## config.mk

```make
export PLATFORM = sky130hd
export DESIGN_NAME = component_access_lock_table
export DESIGN_NICKNAME = d
export VERILOG_FILES = /design/src/hdl/calt_pkg.sv /design/src/hdl/calt_ram.sv /design/src/hdl/component_access_lock_table.sv
export SDC_FILE = /design/constraint.sdc
export NUM_CORES = 1
export LEC_CHECK = 0
export BUFFER_PORTS_ARGS = -buffer_cell sky130_fd_sc_hd__buf_4
export CAP_MARGIN = 20
export CORE_UTILIZATION = 57
export CTS_CLUSTER_DIAMETER = 40
export DETAILED_ROUTE_END_ITERATION = 6
export PLACE_DENSITY = 0.76
export SLEW_MARGIN = 10
export SYNTH_ARGS = -nofsm -noshare
export SYNTH_HDL_FRONTEND = slang
export SYNTH_HIERARCHICAL = 1
export SYNTH_SLANG_ARGS = --single-unit
```

## constraint.sdc

```tcl
create_clock -name clk -period 3.5 [get_ports clk]
set_input_delay 0.175 -clock clk [delete_from_list [all_inputs] [get_ports clk]]
set_output_delay 0.175 -clock clk [all_outputs]
set_load 0.05 [all_outputs]
```

## src/hdl/calt_pkg.sv

```systemverilog
package calt_pkg;

    localparam int TABLE_DEPTH_DEF  = 32;
    localparam int ACCESS_SLOTS_DEF = 4;
    localparam int TYPE_ID_BITS_DEF = 16;
    localparam int COUNT_BITS_DEF   = 8;

    localparam logic OP_ACQUIRE = 1'b0;
    localparam logic OP_RELEASE = 1'b1;

    typedef enum logic [1:0] {
        ST_OK       = 2'd0,
        ST_CONFLICT = 2'd1,
        ST_FULL     = 2'd2,
        ST_UNKNOWN  = 2'd3
    } status_t;

    typedef enum logic [2:0] {
        S_IDLE,
        S_SCAN,
        S_CHECK,
        S_APPLY,
        S_COMMIT,
        S_RESP
    } fsm_t;

    typedef struct packed {
        logic        operation;
        logic [15:0] type_id_0;
        logic [15:0] type_id_1;
        logic [15:0] type_id_2;
        logic [15:0] type_id_3;
        logic [3:0]  write_mask;
        logic [3:0]  slot_valid_mask;
    } in_t;

    typedef struct packed {
        logic        granted;
        status_t     status;
        logic [5:0]  free_entries;
    } out_t;

endpackage

```

## src/hdl/calt_ram.sv

```systemverilog
module calt_ram
    #(
    parameter int WIDTH = 8,
    parameter int DEPTH = 32
    )
    (
    input  logic                     clk,
    input  logic                     we,
    input  logic [$clog2(DEPTH)-1:0] waddr,
    input  logic [WIDTH-1:0]         wdata,
    input  logic [$clog2(DEPTH)-1:0] raddr,
    output logic [WIDTH-1:0]         rdata
    );

    logic [WIDTH-1:0] mem [DEPTH];

    always_ff @(posedge clk)
    begin
        if (we)
        begin
            mem[waddr] <= wdata;
        end
        rdata <= mem[raddr];
    end

endmodule

```

## src/hdl/component_access_lock_table.sv

```systemverilog
// channel | direction | handshake             | payload
// in      | input     | in_valid / in_ready   | in_data  (in_t)
// out     | output    | out_valid / out_ready | out_data (out_t)
//
// A transaction runs these steps from one accept to the next: the accepting cycle, a sweep
// of the entry RAM through its single read port, a conflict check, an apply step that goes
// slot by slot, a write back that goes slot by slot, and the response. A conflict skips
// apply and write back; a failing slot ends the apply step early and skips write back.
// Reset clears all valid bits; the entry RAM needs no clearing pass.
// A finished result waits in the output register; the next transaction may
// start meanwhile, and only the response step waits on out_ready.
module component_access_lock_table
    import calt_pkg::*;
    #(
    parameter int TABLE_DEPTH  = TABLE_DEPTH_DEF,
    parameter int ACCESS_SLOTS = ACCESS_SLOTS_DEF,
    parameter int TYPE_ID_BITS = TYPE_ID_BITS_DEF,
    parameter int COUNT_BITS   = COUNT_BITS_DEF
    )
    (
    input  logic clk,
    input  logic rst_n,
    input  logic in_valid,
    output logic in_ready,
    input  in_t  in_data,
    output logic out_valid,
    input  logic out_ready,
    output out_t out_data
    );

    localparam int IW = $clog2(TABLE_DEPTH);
    localparam int SW = (ACCESS_SLOTS > 1) ? $clog2(ACCESS_SLOTS) : 1;
    localparam int NW = $clog2(ACCESS_SLOTS + 1);
    localparam int FW = $clog2(TABLE_DEPTH + 1);
    localparam int TW = TYPE_ID_BITS;
    localparam int CB = COUNT_BITS;
    localparam int RW = TW + CB;
    localparam logic [CB-1:0] COUNT_MAX = {CB{1'b1}};

    fsm_t               state_reg, state_next;
    in_t                in_reg, in_next;
    out_t               out_reg, out_next;
    logic               out_valid_reg, out_valid_next;
    status_t            status_reg, status_next;
    logic [TABLE_DEPTH-1:0] valid_reg, valid_next;
    logic [FW-1:0]      free_cnt_reg, free_cnt_next;
    logic [IW:0]        issue_reg, issue_next;
    logic               rd_vld_reg, rd_vld_next;
    logic [IW-1:0]      scan_d_reg, scan_d_next;
    logic [SW-1:0]      slot_reg, slot_next;
    logic [NW-1:0]      free_n_reg, free_n_next;
    logic [NW-1:0]      alloc_n_reg, alloc_n_next;
    logic [NW-1:0]      freed_n_reg, freed_n_next;
    logic [IW-1:0]      free_list_reg [ACCESS_SLOTS];
    logic [IW-1:0]      free_list_next [ACCESS_SLOTS];
    logic               present_reg [ACCESS_SLOTS];
    logic               present_next [ACCESS_SLOTS];
    logic [IW-1:0]      idx_reg [ACCESS_SLOTS];
    logic [IW-1:0]      idx_next [ACCESS_SLOTS];
    logic [CB-1:0]      readers_reg [ACCESS_SLOTS];
    logic [CB-1:0]      readers_next [ACCESS_SLOTS];

    logic [TW-1:0]      key [ACCESS_SLOTS];
    logic [15:0]        raw_type [4];
    logic               ram_we;
    logic [IW-1:0]      ram_waddr;
    logic [RW-1:0]      ram_wdata;
    logic [IW-1:0]      ram_raddr;
    logic [RW-1:0]      ram_rdata;

    assign raw_type[0] = in_reg.type_id_0;
    assign raw_type[1] = in_reg.type_id_1;
    assign raw_type[2] = in_reg.type_id_2;
    assign raw_type[3] = in_reg.type_id_3;

    always_comb
    begin
        for (int k = 0; k < ACCESS_SLOTS; k++)
        begin
            key[k] = TW'(raw_type[k]);
        end
    end

    calt_ram #(.WIDTH(RW), .DEPTH(TABLE_DEPTH)) u_entry_ram
    (
        .clk   (clk),
        .we    (ram_we),
        .waddr (ram_waddr),
        .wdata (ram_wdata),
        .raddr (ram_raddr),
        .rdata (ram_rdata)
    );

    always_ff @(posedge clk or negedge rst_n)
    begin
        if (!rst_n)
        begin
            state_reg     <= S_IDLE;
            out_valid_reg <= 1'b0;
            valid_reg     <= '0;
            free_cnt_reg  <= FW'(TABLE_DEPTH);
            rd_vld_reg    <= 1'b0;
        end
        else
        begin
            state_reg     <= state_next;
            out_valid_reg <= out_valid_next;
            valid_reg     <= valid_next;
            free_cnt_reg  <= free_cnt_next;
            rd_vld_reg    <= rd_vld_next;
        end
    end

    always_ff @(posedge clk)
    begin
        in_reg      <= in_next;
        out_reg     <= out_next;
        status_reg  <= status_next;
        issue_reg   <= issue_next;
        scan_d_reg  <= scan_d_next;
        slot_reg    <= slot_next;
        free_n_reg  <= free_n_next;
        alloc_n_reg <= alloc_n_next;
        freed_n_reg <= freed_n_next;
        free_list_reg <= free_list_next;
        present_reg <= present_next;
        idx_reg     <= idx_next;
        readers_reg <= readers_next;
    end

    always_comb
    begin
        logic [SW-1:0] s;
        logic          used;
        logic          rd;
        logic          hit;

        state_next     = state_reg;
        in_next        = in_reg;
        out_next       = out_reg;
        out_valid_next = out_valid_reg;
        status_next    = status_reg;
        valid_next     = valid_reg;
        free_cnt_next  = free_cnt_reg;
        issue_next     = issue_reg;
        rd_vld_next    = rd_vld_reg;
        scan_d_next    = scan_d_reg;
        slot_next      = slot_reg;
        free_n_next    = free_n_reg;
        alloc_n_next   = alloc_n_reg;
        freed_n_next   = freed_n_reg;
        free_list_next = free_list_reg;
        present_next   = present_reg;
        idx_next       = idx_reg;
        readers_next   = readers_reg;
        ram_we         = 1'b0;
        ram_waddr      = '0;
        ram_wdata      = '0;
        ram_raddr      = issue_reg[IW-1:0];
        s              = slot_reg;
        used           = in_reg.slot_valid_mask[s];
        rd             = ~in_reg.write_mask[s];
        hit            = 1'b0;

        if (out_valid_reg && out_ready)
        begin
            out_valid_next = 1'b0;
        end

        unique case (state_reg)
            S_IDLE:
            begin
                if (in_valid)
                begin
                    in_next      = in_data;
                    state_next   = S_SCAN;
                    issue_next   = '0;
                    rd_vld_next  = 1'b0;
                    free_n_next  = '0;
                    alloc_n_next = '0;
                    freed_n_next = '0;
                    status_next  = ST_OK;
                    for (int k = 0; k < ACCESS_SLOTS; k++)
                    begin
                        present_next[k] = 1'b0;
                    end
                end
            end
            S_SCAN:
            begin
                if (issue_reg != (IW+1)'(TABLE_DEPTH))
                begin
                    issue_next  = issue_reg + 1'b1;
                    rd_vld_next = 1'b1;
                    scan_d_next = issue_reg[IW-1:0];
                end
                else
                begin
                    rd_vld_next = 1'b0;
                    if (!rd_vld_reg)
                    begin
                        state_next = S_CHECK;
                    end
                end
                if (rd_vld_reg)
                begin
                    if (valid_reg[scan_d_reg])
                    begin
                        for (int k = 0; k < ACCESS_SLOTS; k++)
                        begin
                            if (in_reg.slot_valid_mask[k] && ram_rdata[RW-1:CB] == key[k])
                            begin
                                present_next[k] = 1'b1;
                                idx_next[k]     = scan_d_reg;
                                readers_next[k] = ram_rdata[CB-1:0];
                            end
                        end
                    end
                    else if (free_n_reg < NW'(ACCESS_SLOTS))
                    begin
                        free_list_next[free_n_reg[SW-1:0]] = scan_d_reg;
                        free_n_next = free_n_reg + 1'b1;
                    end
                end
            end
            S_CHECK:
            begin
                if (in_reg.operation == OP_ACQUIRE)
                begin
                    for (int k = 0; k < ACCESS_SLOTS; k++)
                    begin
                        if (in_reg.slot_valid_mask[k] && present_reg[k]
                            && (in_reg.write_mask[k] || readers_reg[k] == '0))
                        begin
                            hit = 1'b1;
                        end
                    end
                end
                slot_next = '0;
                if (hit)
                begin
                    status_next = ST_CONFLICT;
                    state_next  = S_RESP;
                end
                else
                begin
                    state_next = S_APPLY;
                end
            end
            S_APPLY:
            begin
                if (used)
                begin
                    if (in_reg.operation == OP_ACQUIRE)
                    begin
                        if (!present_reg[s])
                        begin
                            if (alloc_n_reg == free_n_reg)
                            begin
                                status_next = ST_FULL;
                            end
                            else
                            begin
                                alloc_n_next = alloc_n_reg + 1'b1;
                                for (int k = 0; k < ACCESS_SLOTS; k++)
                                begin
                                    if (in_reg.slot_valid_mask[k] && key[k] == key[s])
                                    begin
                                        present_next[k] = 1'b1;
                                        idx_next[k]     = free_list_reg[alloc_n_reg[SW-1:0]];
                                        readers_next[k] = CB'(rd);
                                    end
                                end
                            end
                        end
                        else if (rd && readers_reg[s] == COUNT_MAX)
                        begin
                            status_next = ST_FULL;
                        end
                        else
                        begin
                            for (int k = 0; k < ACCESS_SLOTS; k++)
                            begin
                                if (in_reg.slot_valid_mask[k] && key[k] == key[s])
                                begin
                                    readers_next[k] = readers_reg[s] + CB'(rd);
                                end
                            end
                        end
                    end
                    else if (!present_reg[s])
                    begin
                        status_next = ST_UNKNOWN;
                    end
                    else
                    begin
                        if (readers_reg[s] <= CB'(1))
                        begin
                            freed_n_next = freed_n_reg + 1'b1;
                        end
                        for (int k = 0; k < ACCESS_SLOTS; k++)
                        begin
                            if (in_reg.slot_valid_mask[k] && key[k] == key[s])
                            begin
                                if (readers_reg[s] <= CB'(1))
                                begin
                                    present_next[k] = 1'b0;
                                end
                                else
                                begin
                                    readers_next[k] = readers_reg[s] - 1'b1;
                                end
                            end
                        end
                    end
                end
                if (status_next != ST_OK)
                begin
                    state_next = S_RESP;
                end
                else if (s == SW'(ACCESS_SLOTS - 1))
                begin
                    slot_next  = '0;
                    state_next = S_COMMIT;
                end
                else
                begin
                    slot_next = s + 1'b1;
                end
            end
            S_COMMIT:
            begin
                if (used)
                begin
                    if (present_reg[s])
                    begin
                        ram_we      = 1'b1;
                        ram_waddr   = idx_reg[s];
                        ram_wdata   = {key[s], readers_reg[s]};
                        valid_next[idx_reg[s]] = 1'b1;
                    end
                    else
                    begin
                        valid_next[idx_reg[s]] = 1'b0;
                    end
                end
                if (s == SW'(ACCESS_SLOTS - 1))
                begin
                    free_cnt_next = free_cnt_reg + FW'(freed_n_reg) - FW'(alloc_n_reg);
                    state_next    = S_RESP;
                end
                else
                begin
                    slot_next = s + 1'b1;
                end
            end
            S_RESP:
            begin
                if (!out_valid_reg || out_ready)
                begin
                    out_next.granted      = (status_reg == ST_OK);
                    out_next.status       = status_reg;
                    out_next.free_entries = 6'(free_cnt_reg);
                    out_valid_next        = 1'b1;
                    state_next            = S_IDLE;
                end
            end
            default:
            begin
                state_next = S_IDLE;
            end
        endcase
    end

    assign in_ready  = (state_reg == S_IDLE);
    assign out_valid = out_valid_reg;
    assign out_data  = out_reg;

    a_free_cnt_range: assert property (@(posedge clk) disable iff (!rst_n)
        free_cnt_reg <= FW'(TABLE_DEPTH))
        else $error("free count above table depth");

    a_free_cnt_match: assert property (@(posedge clk) disable iff (!rst_n)
        state_reg == S_IDLE |-> $countones(~valid_reg) == 32'(free_cnt_reg))
        else $error("free count disagrees with valid bits");

    a_write_only_commit: assert property (@(posedge clk) disable iff (!rst_n)
        ram_we |-> state_reg == S_COMMIT && status_reg == ST_OK)
        else $error("entry RAM written outside commit");

    a_granted_status: assert property (@(posedge clk) disable iff (!rst_n)
        out_valid_reg |-> out_reg.granted == (out_reg.status == ST_OK))
        else $error("granted disagrees with status");

endmodule

```

### Yosys cells after proc, flatten, opt, wreduce, memory -nomap -nowiden

Memory sizes are Yosys's and may differ from the RTL's. A register that Yosys moved wholly into a read port is not among the register bits.
Cells that the tools add are included.

* $add $sub $neg: 9
* order comparisons: 10
* eq/ne operators: 61
* multiplexer cells: 154
* bitwise logic cells: 8
* reduce and logical (&&, ||, !) cells: 65

Operator list (number)
* two-way mux 32 bit: 9
* two-way mux 8 bit: 19
* == test 16 bit: 8
* two-way mux 20 bit: 6
* two-way mux 5 bit: 16
* two-way mux 24 bit: 3
* case mux 32 bit (2 select lines): 1
* two-way mux 3 bit: 20
* inequality test 2 bit (second input constant): 28
* AND reduction 12 bit: 4
* inequality test 3 bit (second input constant): 15
* case mux 20 bit (2 select lines): 1
* AND reduction 10 bit: 4
* AND reduction 9 bit: 4
* two-way mux 1 bit: 35
* bitwise AND 32 bit: 1
* binary-select mux 16 bit (select 2 bit): 1
* logical NOT 8 bit: 4
* two-way mux 16 bit: 2
* two-way mux 4 bit: 8
* NOT 32 bit: 1
* OR 32 bit: 1
* two-way mux 2 bit: 12
* binary-select mux 5 bit (select 2 bit): 2
* other kinds (49): 102

* bits in registers: 225
* bits in writable memories: 768
* input bits: 77
* output and inout bits: 11
* word-level logic and storage cells: 346
* memories: 1

Memory list
* u_entry_ram.mem: depth 32, bits a word 24, rd ports 1, clocked after Yosys merged registers in 1, wr ports 1, RTL line calt_ram.sv:15 `logic [WIDTH-1:0] mem [DEPTH];`

### Longest topological paths before layout

Gate-level depths: netlist (run 1).

* depth in word-level cells: 14
* mapped depth: 12
* mapped depth without buffers: 11

### Cells and area by module

Netlist (run 1), hierarchy kept.

By module, submodules not included
* calt_ram: times used 1, cells each 1711, area an instance 30478.0 sq um, seq. area each 23542.6 sq um
* component_access_lock_table: times used 1, cells each 1150, area an instance 13228.9 sq um, seq. area each 6542.5 sq um

### Worst setup path before layout (run 1)

OpenSTA, ideal clock, no wires.

* path type: register to register
* start point: reg state_reg[2]
* end point: reg alloc_n_reg[0] (enable)
* setup time: 0.301 ns
* data arrival time: 3.874 ns
* data required time: 3.199 ns
* path slack: -0.675 ns
* cell stages (with the launch flop): 6
* path buffers: 1
* period minus slack after synthesis: 4.175 ns
* cell sequence: dfrtp_1 > buf_1 > nor3_1 > nand2_1 > inv_1 > or2_2

* longest elaborated chain between the ends: 3
* elaborated cells between the ends (all ways): 9
* those cells by class: eq/ne: 6; reduce/logical: 3

Ends and longest elaborated chain
* start, declared: RTL line component_access_lock_table.sv:40 `fsm_t state_reg, state_next;`
* start signal, assigned: RTL line component_access_lock_table.sv:106 `state_reg <= state_next;`
* logical NOT 3 bit *
* named net in_ready: RTL line component_access_lock_table.sv:24 `output logic in_ready,`
* inequality test 2 bit (no line) or nonzero test 2 bit (tied branches)
* AND reduction 6 bit (no line) *
* end signal, assigned: RTL line component_access_lock_table.sv:123 `alloc_n_reg <= alloc_n_next;`
* end, declared: RTL line component_access_lock_table.sv:52 `logic [NW-1:0] alloc_n_reg, alloc_n_next;`

The timed path passes the listed nets; every way through them passes the cells marked *.
A chain may end at the register's enable or synchronous reset.

### Final worst setup path (run 1)

* start point: reg slot_reg[0]
* end point: mem u_entry_ram/mem[24][3] (netlist name) (enable)

* longest elaborated chain between the ends: 9
* elaborated cells between the ends (all ways): 17
* those cells by class: mux: 16; bitwise: 1

Ends and longest elaborated chain
* start, declared: RTL line component_access_lock_table.sv:50 `logic [SW-1:0] slot_reg, slot_next;`
* start signal, assigned: RTL line component_access_lock_table.sv:121 `slot_reg <= slot_next;`
* NOT 2 -> 3 bit (implied by the code): RTL line component_access_lock_table.sv:335 `if (present_reg[s])`
* binary-select mux 1 bit (select 2 bit): RTL line component_access_lock_table.sv:335
* two-way mux 1 bit (implied by the code) (2 in series): RTL line component_access_lock_table.sv:335
* two-way mux 1 bit: RTL line component_access_lock_table.sv:335
* two-way mux 1 bit *: RTL line component_access_lock_table.sv:333 `if (used)`
* two-way mux 1 bit *: RTL line component_access_lock_table.sv:170 `unique case (state_reg)`
* named net ram_we: RTL line component_access_lock_table.sv:65 `logic ram_we;`
* two-way mux 1 bit *: RTL line calt_ram.sv:19 `if (we)`
* two-way mux 1 bit (implied by the code) *: RTL line calt_ram.sv:21 `mem[waddr] <= wdata;`
* end, declared: RTL line calt_ram.sv:15

The timed path passes the listed nets; every way through them passes the cells marked *. The select of a mux whose other input is x is not followed.

==> results.txt, run 1 <==
----------------------------------------------------
[Timing]
  Highest clock frequency the design can meet ... 301 MHz
  Measured slew at the worst slew-check pin ... ~1100 ps
  Number of failing setup endpoints in the final timing report ... 0
  Skew final ... approximately 40 ps
  Worst rel slew slack ... 0.248
  Final hold violation count ... 0
  Min Clock Period, post-route ... roughly 3300 ps
  RSZ-0062 raised after global routing ... false
  Slew Limit Fails ... 0
  Share of the cycle needed by the critical path after routing ... 0.951

[Worst setup path]
  WS Path Type ... reg -> reg
  Worst Path Arrival ... ~3700 ps
  Nature of the critical path endpoint ... flip-flop
  Worst setup SP type ... flip-flop
  Required time at the worst-slack endpoint ... a little under 4000 ps
  Maximum fanout along the worst path ... 12

[Outcome]
  Outcome ... finished, violations left
  Violated checks ... design-rule violations

[Global route]
  Pin count of the biggest net entering global routing ... 97
  GRT Residual Overflow ... 0
  First-pass GRT wire length ... between 150 and 200 mm
  Number of global-route vias before repair ... approximately 26k
  Number of antenna violations at the first check in global routing ... 0
  Global-route usage over all layers ... 0.286

[Logic synthesis]
  Mean area per synthesized cell ... between 15 and 20 sq um
  Area of the mapped netlist ... around 44000 sq um
  Count of yosys warnings during synthesis ... 6
  Synthesized flop and latch total ... 1017
  Commonest register cell after synthesis ... edfxtp_1
  Async set or reset register ratio after synthesis ... 0.0423
  Post-synthesis sequential area ratio ... 0.688
  Post-Syn Instances ... roughly 2.9k
  Number of nets produced by synthesis ... 2961
  EDFF count, synth ... 950
  Number of different library cells in the post-synthesis netlist ... between 70 and 80

[Clocking]
  CTS clk-pin slew, worst paths ... ~60 ps
  Total number of H-tree levels ... 3
  Cts bufs inserted ... between 100 and 150
  CTS tree ... done
  Clk sinks ... approximately 1k
  Clk Tree Root Cell ... clkbuf_16
  Maximum clock insertion buffer count ... 3
  Skew-Pair Late Insertion Delay ... slightly below 700 ps

[Drt]
  Via count normalized by instance count ... about 6.2
  Total met3 wirelength after detailed routing ... roughly 8.5 mm
  Met1 Wirelength ... approximately 44 mm
  Post-route antenna net violation count ... 0
  DRC violation count after routing ... 3
  Detailed-route via count ... 26.2k
  Iteration count of the initial detailed-routing pass ... 7
  Iter 0 DRT Violations ... about 2.7k
  Final wirelength ... about 110 mm
  Wire length per cell ... approximately 26 um
  Top routing layer in use ... met4
  Met2 WL post-DR ... roughly 54 mm

[Cells and area]
  Ant diodes ... 0
  Final standard cell utilization of the core ... 0.672
  Layout cell share with drive strength beyond 1 ... 0.168
  Multi-input combinational cell area ... around 13000 sq um
  Storage cell area ... between 30000 and 40000 sq um
  Total Nets Final ... around 3.2k
  Area growth from synthesis to final layout ... 16.8%
  Fill cells ... roughly 5k
  Final std cells w/o fill ... roughly 4.2k
  Flip-flop count of the largest register, all copies and words added ... 768

[Floorplan]
  Number of I/O pins ... between 80 and 90
  Initial cell density of the core ... 0.575
  Floorplan die area ... a little under 80000 sq um
  Core outline area ... about 76000 sq um
  Site Rows ... approximately 100
  Die height ... 279 um
  Die Span X ... 279 um

[Pwr]
  Leakage component of the power ... approximately 19 nW
  Power density normalized to cell area ... around 800 nW/um^2
  Share of power burned in the clock network ... 0.300
  Max rail drop VDD ... roughly 0.65 mV
  Power spent charging and discharging nets ... approximately 0.014 W
  Net switching fraction of the power ... 0.343
  Share of power burned in registers ... 0.390
  Internal power summed over all cells ... 0.0265 W
  Gate power share ... 0.310
  Overall Power ... approximately 0.040 W

[Place]
  Number of port buffers ... 87
  Post-detailed-placement half-perimeter wirelength ... between 60 and 70 mm
  Routability congestion estimate ... 0.942
  Number of cells in the design after placement ... between 3k and 4k

[Worst hold path]
  Classification of the worst-slack hold path ... in -> async

[Job]
  Total of max-cap violations ... 0

----------------------------------------------------
## through the flow
| stage | hold slack [ps] | setup TNS, ps | cell area (sq um) | setup slack (ps) |
|---|---|---|---|---|
| after floorplan | -121 | -145040 | 43800 | -370 |
| after detailed placement | 206 | 0 | 46400 | 176 |
| after CTS | 21.7 | 0 | 51000 | 128 |
| after global placement | 188 | 0 | 46400 | 270 |
| after global routing | 70.5 | 0 | 51000 | 68.2 |
| final | 27.0 | 0 | 51000 | 173 |
## kinds of logic after synthesis
kind of cell | Yosys count | share of synthesized area
DFF | 1017 | 0.688
and+or+nand+nor | 520 | 0.0585
muxes | 473 | 0.119
AOI/OAI and AO/OA | 405 | 0.0620
buffers and inverters | 237 | 0.0275
xor gates and xnor gates | 186 | 0.0373
adders and majority gates | 23 | 0.00710
## worst max-delay path, cell delays in order (launching register included)
cell      delay (ps)
edfxtp_1         520
mux4_2           410
and3_1           470
buf_4            230
nand2_1           80
inv_1            120
or3b_2           670
nor2_2           270
buf_4            230
## path summary, 6_finish.rpt
kind	start	endpoint	slack, ps	depth (start not counted)
min in group clk	in_data[30]	in_reg[30]	220	2
worst max register to register	slot_reg[0]	u_entry_ram/mem[24][3]	170	8
max in group asynchronous	rst_n	rd_vld_reg	3050	2
worst min register to register	free_cnt_reg[2]	out_data[2]	480	0
worst min-delay path	rst_n	free_cnt_reg[4]	30	2
worst max-delay path	slot_reg[0]	u_entry_ram/mem[24][3]	170	8
## final cells by class
class | count | share of cell area
well taps | 1030 | 0.0252
clock inverters | 79 | 0.0174
repair buffers | 318 | 0.0588
flip-flops and latches | 1017 | 0.589
inverters | 40 | 0.00302
clock buffers | 132 | 0.0587
multi-input cells | 1607 | 0.247
## synth_stat cells, types with 4 or more instances
cell type,n,area [sq um]
o2111ai_1,4,35.0
xor2_1,88,771
ha_1,20,250
nand2_1,157,589
edfxtp_1,950,28500
a21oi_1,104,521
a22o_1,50,438
a31oi_1,39,244
o22ai_1,6,37.5
mux4_2,30,676
a41o_1,4,40.0
dfxtp_1,24,480
xnor2_1,98,858
nor2_1,78,293
and2_1,12,75.1
nor3b_1,4,30.0
buf_4,15,113
mux2_2,15,169
nand3b_1,10,75.1
a22oi_1,74,556
buf_2,40,200
buf_1,14,52.6
and3_1,27,169
a21o_1,7,52.6
o31ai_1,18,135
nor2b_1,10,62.6
inv_1,40,150
buf_6,23,259
nor3_1,44,220
nand2b_1,13,81.3
nor4_1,31,194
o21ai_0,50,250
nand3_1,101,505
mux2i_1,422,4220
nand4_1,15,93.8
mux4_1,5,131
a221oi_1,5,43.8
a211oi_1,17,128
dfrtp_1,42,1050
clkbuf_1,101,379
## cell usage in the layout (no fill, tap or decap), types with 12 or more instances in the layout
| cell type | n |
|---|---|
| edfxtp_1 | 950 |
| mux2i_1 | 422 |
| buf_4 | 208 |
| nand2_1 | 157 |
| clkbuf_16 | 117 |
| a21oi_1 | 104 |
| nand3_1 | 101 |
| xnor2_1 | 98 |
| xor2_1 | 88 |
| dlygate4sd3_1 | 76 |
| a22oi_1 | 74 |
| a22o_1 | 50 |
| o21ai_0 | 49 |
| nor2_1 | 44 |
| nor3_1 | 43 |
| dfrtp_1 | 42 |
| inv_1 | 39 |
| a31oi_1 | 39 |
| buf_12 | 34 |
| nor2_2 | 33 |
| nor4_1 | 31 |
| mux4_2 | 30 |
| and3_1 | 26 |
| dfxtp_1 | 24 |
| ha_1 | 20 |
| o31ai_1 | 18 |
| mux2_2 | 15 |
| nand4_1 | 15 |
| inv_6 | 14 |
| clkbuf_1 | 14 |
| nand2b_1 | 13 |
| clkinvlp_4 | 13 |
| clkinv_2 | 12 |
| bufinv_16 | 12 |
## power groups by stage
stage,Clock [W],Combinational [W],Sequential (W)
2_1_floorplan,0,0.00874,0.0154
3_3_place_gp,0,0.0119,0.0159
3_5_place_dp,0,0.0121,0.0160
4_1_cts,0.0122,0.0123,0.0157
5_1_grt,0.0127,0.0133,0.0158
6_report,0.0121,0.0125,0.0157
## metal layers
metal  vias up  global-route usage
met5         -                   0
met4         0               0.101
met3       220              0.0443
met2      1245               0.474
met1     13200               0.385
li1      11500                   -
## what timing repair did
action / CTS / global route
buffers inserted: 0 / 1
hold buffers: 76 / 0
resized for setup: 0 / 0
hold endpoints to repair: 119 / 0
setup endpoints to repair: 0 / 20
Power figures use the tool's default switching activity.
==> inputs of run 2 (changes only) <==
Settings changed: PLACE_DENSITY 0.76 to 0.74.
==> run 2 against run 1 <==
The run now ends clean. Largest cell class unchanged. Sequential share of layout area about the same. Maximum frequency decreased by 2.5%. Register-to-register slack got worse by 90 ps. Clock skew decreased by 1.4 ps. Total power about the same. Core utilization about the same.
==> results.txt, run 2 (same netlist as run 1, synthesis figures left out) <==
----------------------------------------------------
[Worst setup path]
  WS Path Type ... reg -> reg
  Top cell family by delay on the critical path ... simple AND/OR/NAND/NOR gates
  Worst Path Arrival ... 3790 ps (+90 ps)
  Cell with the largest stage delay on the worst path ... nor2_2
  Maximum fanout along the worst path ... 15 (+3)
  Logic depth of the worst register-to-register path ... 7 (-1)
  Total buffers and inverters traversed by the critical path ... 2 (-1)
  Critical-path cell list ... buf_4 -> mux4_2 -> and3_1 -> and3_1 -> nand3_1 -> nor2_2 -> buf_4
  Required time at the worst-slack endpoint ... 3880 ps (about the same)
  Number of logic stages on the critical path including buffering ... 7 (-1)
  CP max stage delay ... 870 ps (+200 ps)
  Worst setup SP type ... flip-flop
  Nature of the critical path endpoint ... flip-flop

[Drt]
  Detailed-route via count ... 26.1k (-0.45%)
  Post-route antenna net violation count ... 0 (unchanged)
  Iteration count of the initial detailed-routing pass ... 6 (-1)
  Final wirelength ... 110 mm (-0.62%)
  DRC violation count after routing ... 0 (-3)
  Iter 0 DRT Violations ... 2968 (+8.0%)
  Via count normalized by instance count ... 6.16 (-0.74%)
  Wire length per cell ... 26.0 um (-0.90%)

[Global route]
  Number of antenna violations at the first check in global routing ... 0 (unchanged)
  First-pass GRT wire length ... 164 mm (-0.37%)
  Number of global-route vias before repair ... 26.6k (+0.34%)
  Pin count of the biggest net entering global routing ... 101 (+4.1%)
  GRT Residual Overflow ... 0 (unchanged)
  Global-route usage over all layers ... 0.284 (-0.00148)

[Timing]
  Worst-case hold slack ... 8.05 ps (-18.9 ps)
  Final hold violation count ... 0 (unchanged)
  Number of failing setup endpoints in the final timing report ... 0 (unchanged)
  Worst rel slew slack ... 0.255 (+0.00718)
  Min Clock Period, post-route ... 3410 ps (+85.5 ps)
  Highest clock frequency the design can meet ... 293 MHz (-2.5%)
  RSZ-0062 raised after global routing ... false
  Slew Limit Fails ... 0 (unchanged)
  Measured slew at the worst slew-check pin ... 1120 ps (-9.24 ps)
  Share of the cycle needed by the critical path after routing ... 0.975 (+0.0244)
  Skew final ... 37.9 ps (-1.42 ps)

[Cells and area]
  Most frequent cells in the layout ... edfxtp_1 (950), mux2i_1 (422), buf_4 (206)
  Total Nets Final ... 3202 (+0.063%)
  Most common cell after layout, fill and taps aside ... edfxtp_1
  Final standard cell utilization of the core ... 0.672 (about the same)
  Area growth from synthesis to final layout ... 16.9% (about the same)
  Layout cell share with drive strength beyond 1 ... 0.171 (+0.00218)
  Flip-flop count of the largest register, all copies and words added ... 768 (unchanged)
  Ant diodes ... 0 (unchanged)

[Pwr]
  Share of power burned in registers ... 0.390 (about the same)
  Overall Power ... 0.0403 W (about the same)
  Max rail drop VDD ... 0.741 mV (+14%)
  Power spent charging and discharging nets ... 0.0140 W (+1.4%)
  Share of power burned in the clock network ... 0.299 (about the same)
  Gate power share ... 0.311 (about the same)
  Power density normalized to cell area ... 790 nW/um^2 (about the same)
  Leakage component of the power ... 18.7 nW (+0.10%)
  Net switching fraction of the power ... 0.348 (+0.00472)
  Internal power summed over all cells ... 0.0263 W (-0.70%)

[Clocking]
  Total number of H-tree levels ... 3 (unchanged)
  Cts bufs inserted ... 120 (+3.4%)
  Clk sinks ... 1017 (unchanged)
  Skew-Pair Late Insertion Delay ... 690 ps (about the same)
  Count of buffers added by post-CTS timing repair for setup ... 0 (unchanged)
  Maximum clock insertion buffer count ... 3 (unchanged)
  CTS clk-pin slew, worst paths ... 60 ps (about the same)
  CTS tree ... done
  Clk Tree Root Cell ... clkbuf_16

[Floorplan]
  Core outline area ... 75900 sq um (unchanged)
  Die height ... 279 um (unchanged)
  Floorplan die area ... 77800 sq um (unchanged)
  Site Rows ... 101 (unchanged)
  Initial cell density of the core ... 0.575 (unchanged)
  Number of I/O pins ... 88 (unchanged)
  Die Span X ... 279 um (unchanged)

[Place]
  Number of port buffers ... 87 (unchanged)
  Post-detailed-placement half-perimeter wirelength ... 69.2 mm (-0.77%)
  Routability congestion estimate ... 0.922 (-2.2%)

[Outcome]
  Outcome ... completed

[Worst hold path]
  Classification of the worst-slack hold path ... in -> async

[Job]
  Total of max-cap violations ... 0 (unchanged)

----------------------------------------------------
[run 2: changes by cell type in the layout (fill, tap and decap cells not counted), moves of 2 or more]
cell and delta:
clkbuf_16 +6, clkinv_8 +4, bufinv_16 -7, clkinv_2 +6, clkinv_1 +5, inv_6 +4
buf_4 -2, inv_8 -2
[run 2: worst register-to-register path, stage by stage (launching register included)]
cell	delay, ps
edfxtp_1	430
buf_4	190
mux4_2	350
and3_1	360
and3_1	370
nand3_1	180
nor2_2	870
buf_4	360
[run 2: layout make-up]
type,count,area (sq um)
Clock buffer,136,3130
Inverter,40,154
Tap cell,1030,1290
Sequential cell,1017,30100
Clock inverter,89,805
Multi-Input combinational cell,1607,12600
Fill cell,5074,24900
Timing Repair Buffer,316,2980
[run 2: repair_timing]
action,CTS,global route
gates resized for setup,0,0
hold buffers,76,0
hold endpoints to repair,121,0
[run 2: metrics by stage]
step,area (sq um),setup TNS (ps),std cells,worst slack [ps]
global placement,46400,0,3933,213
finish,51100,0,4235,87.0
CTS,51100,0,4234,101
detailed placement,46400,0,3933,132
global route,51100,0,4235,0.130
floorplan,43800,-145040,2861,-370
[run 2: routing by layer]
layer	vias to the layer above	GRT usage	routed length [um]
met5	-	0	0
met4	0	0.109	3960
met3	238	0.0400	8160
met2	1244	0.469	53500
met1	13100	0.385	44500
li1	11500	-	-
[run 2: worst paths after layout]
path | startpoint | end | slack [ps]
max reg2reg | slot_reg[0] | u_entry_ram/mem[31][15] | 90
max | slot_reg[0] | u_entry_ram/mem[31][15] | 90
min reg2reg | flip-flop | flip-flop | 490
max in group asynchronous | rst_n | asynchronous set/reset pin | 3080
min | rst_n | free_cnt_reg[3] | 8
min in group clk | in_data[21] | in_reg[21] | 200
[run 2: power groups by stage]
stage | logic (W) | clock network, W | registers (W)
6_report | 0.0126 | 0.0120 | 0.0157
5_1_grt | 0.0133 | 0.0126 | 0.0158
4_1_cts | 0.0124 | 0.0122 | 0.0157
3_5_place_dp | 0.0123 | 0 | 0.0159
3_3_place_gp | 0.0121 | 0 | 0.0159
2_1_floorplan | 0.00874 | 0 | 0.0154
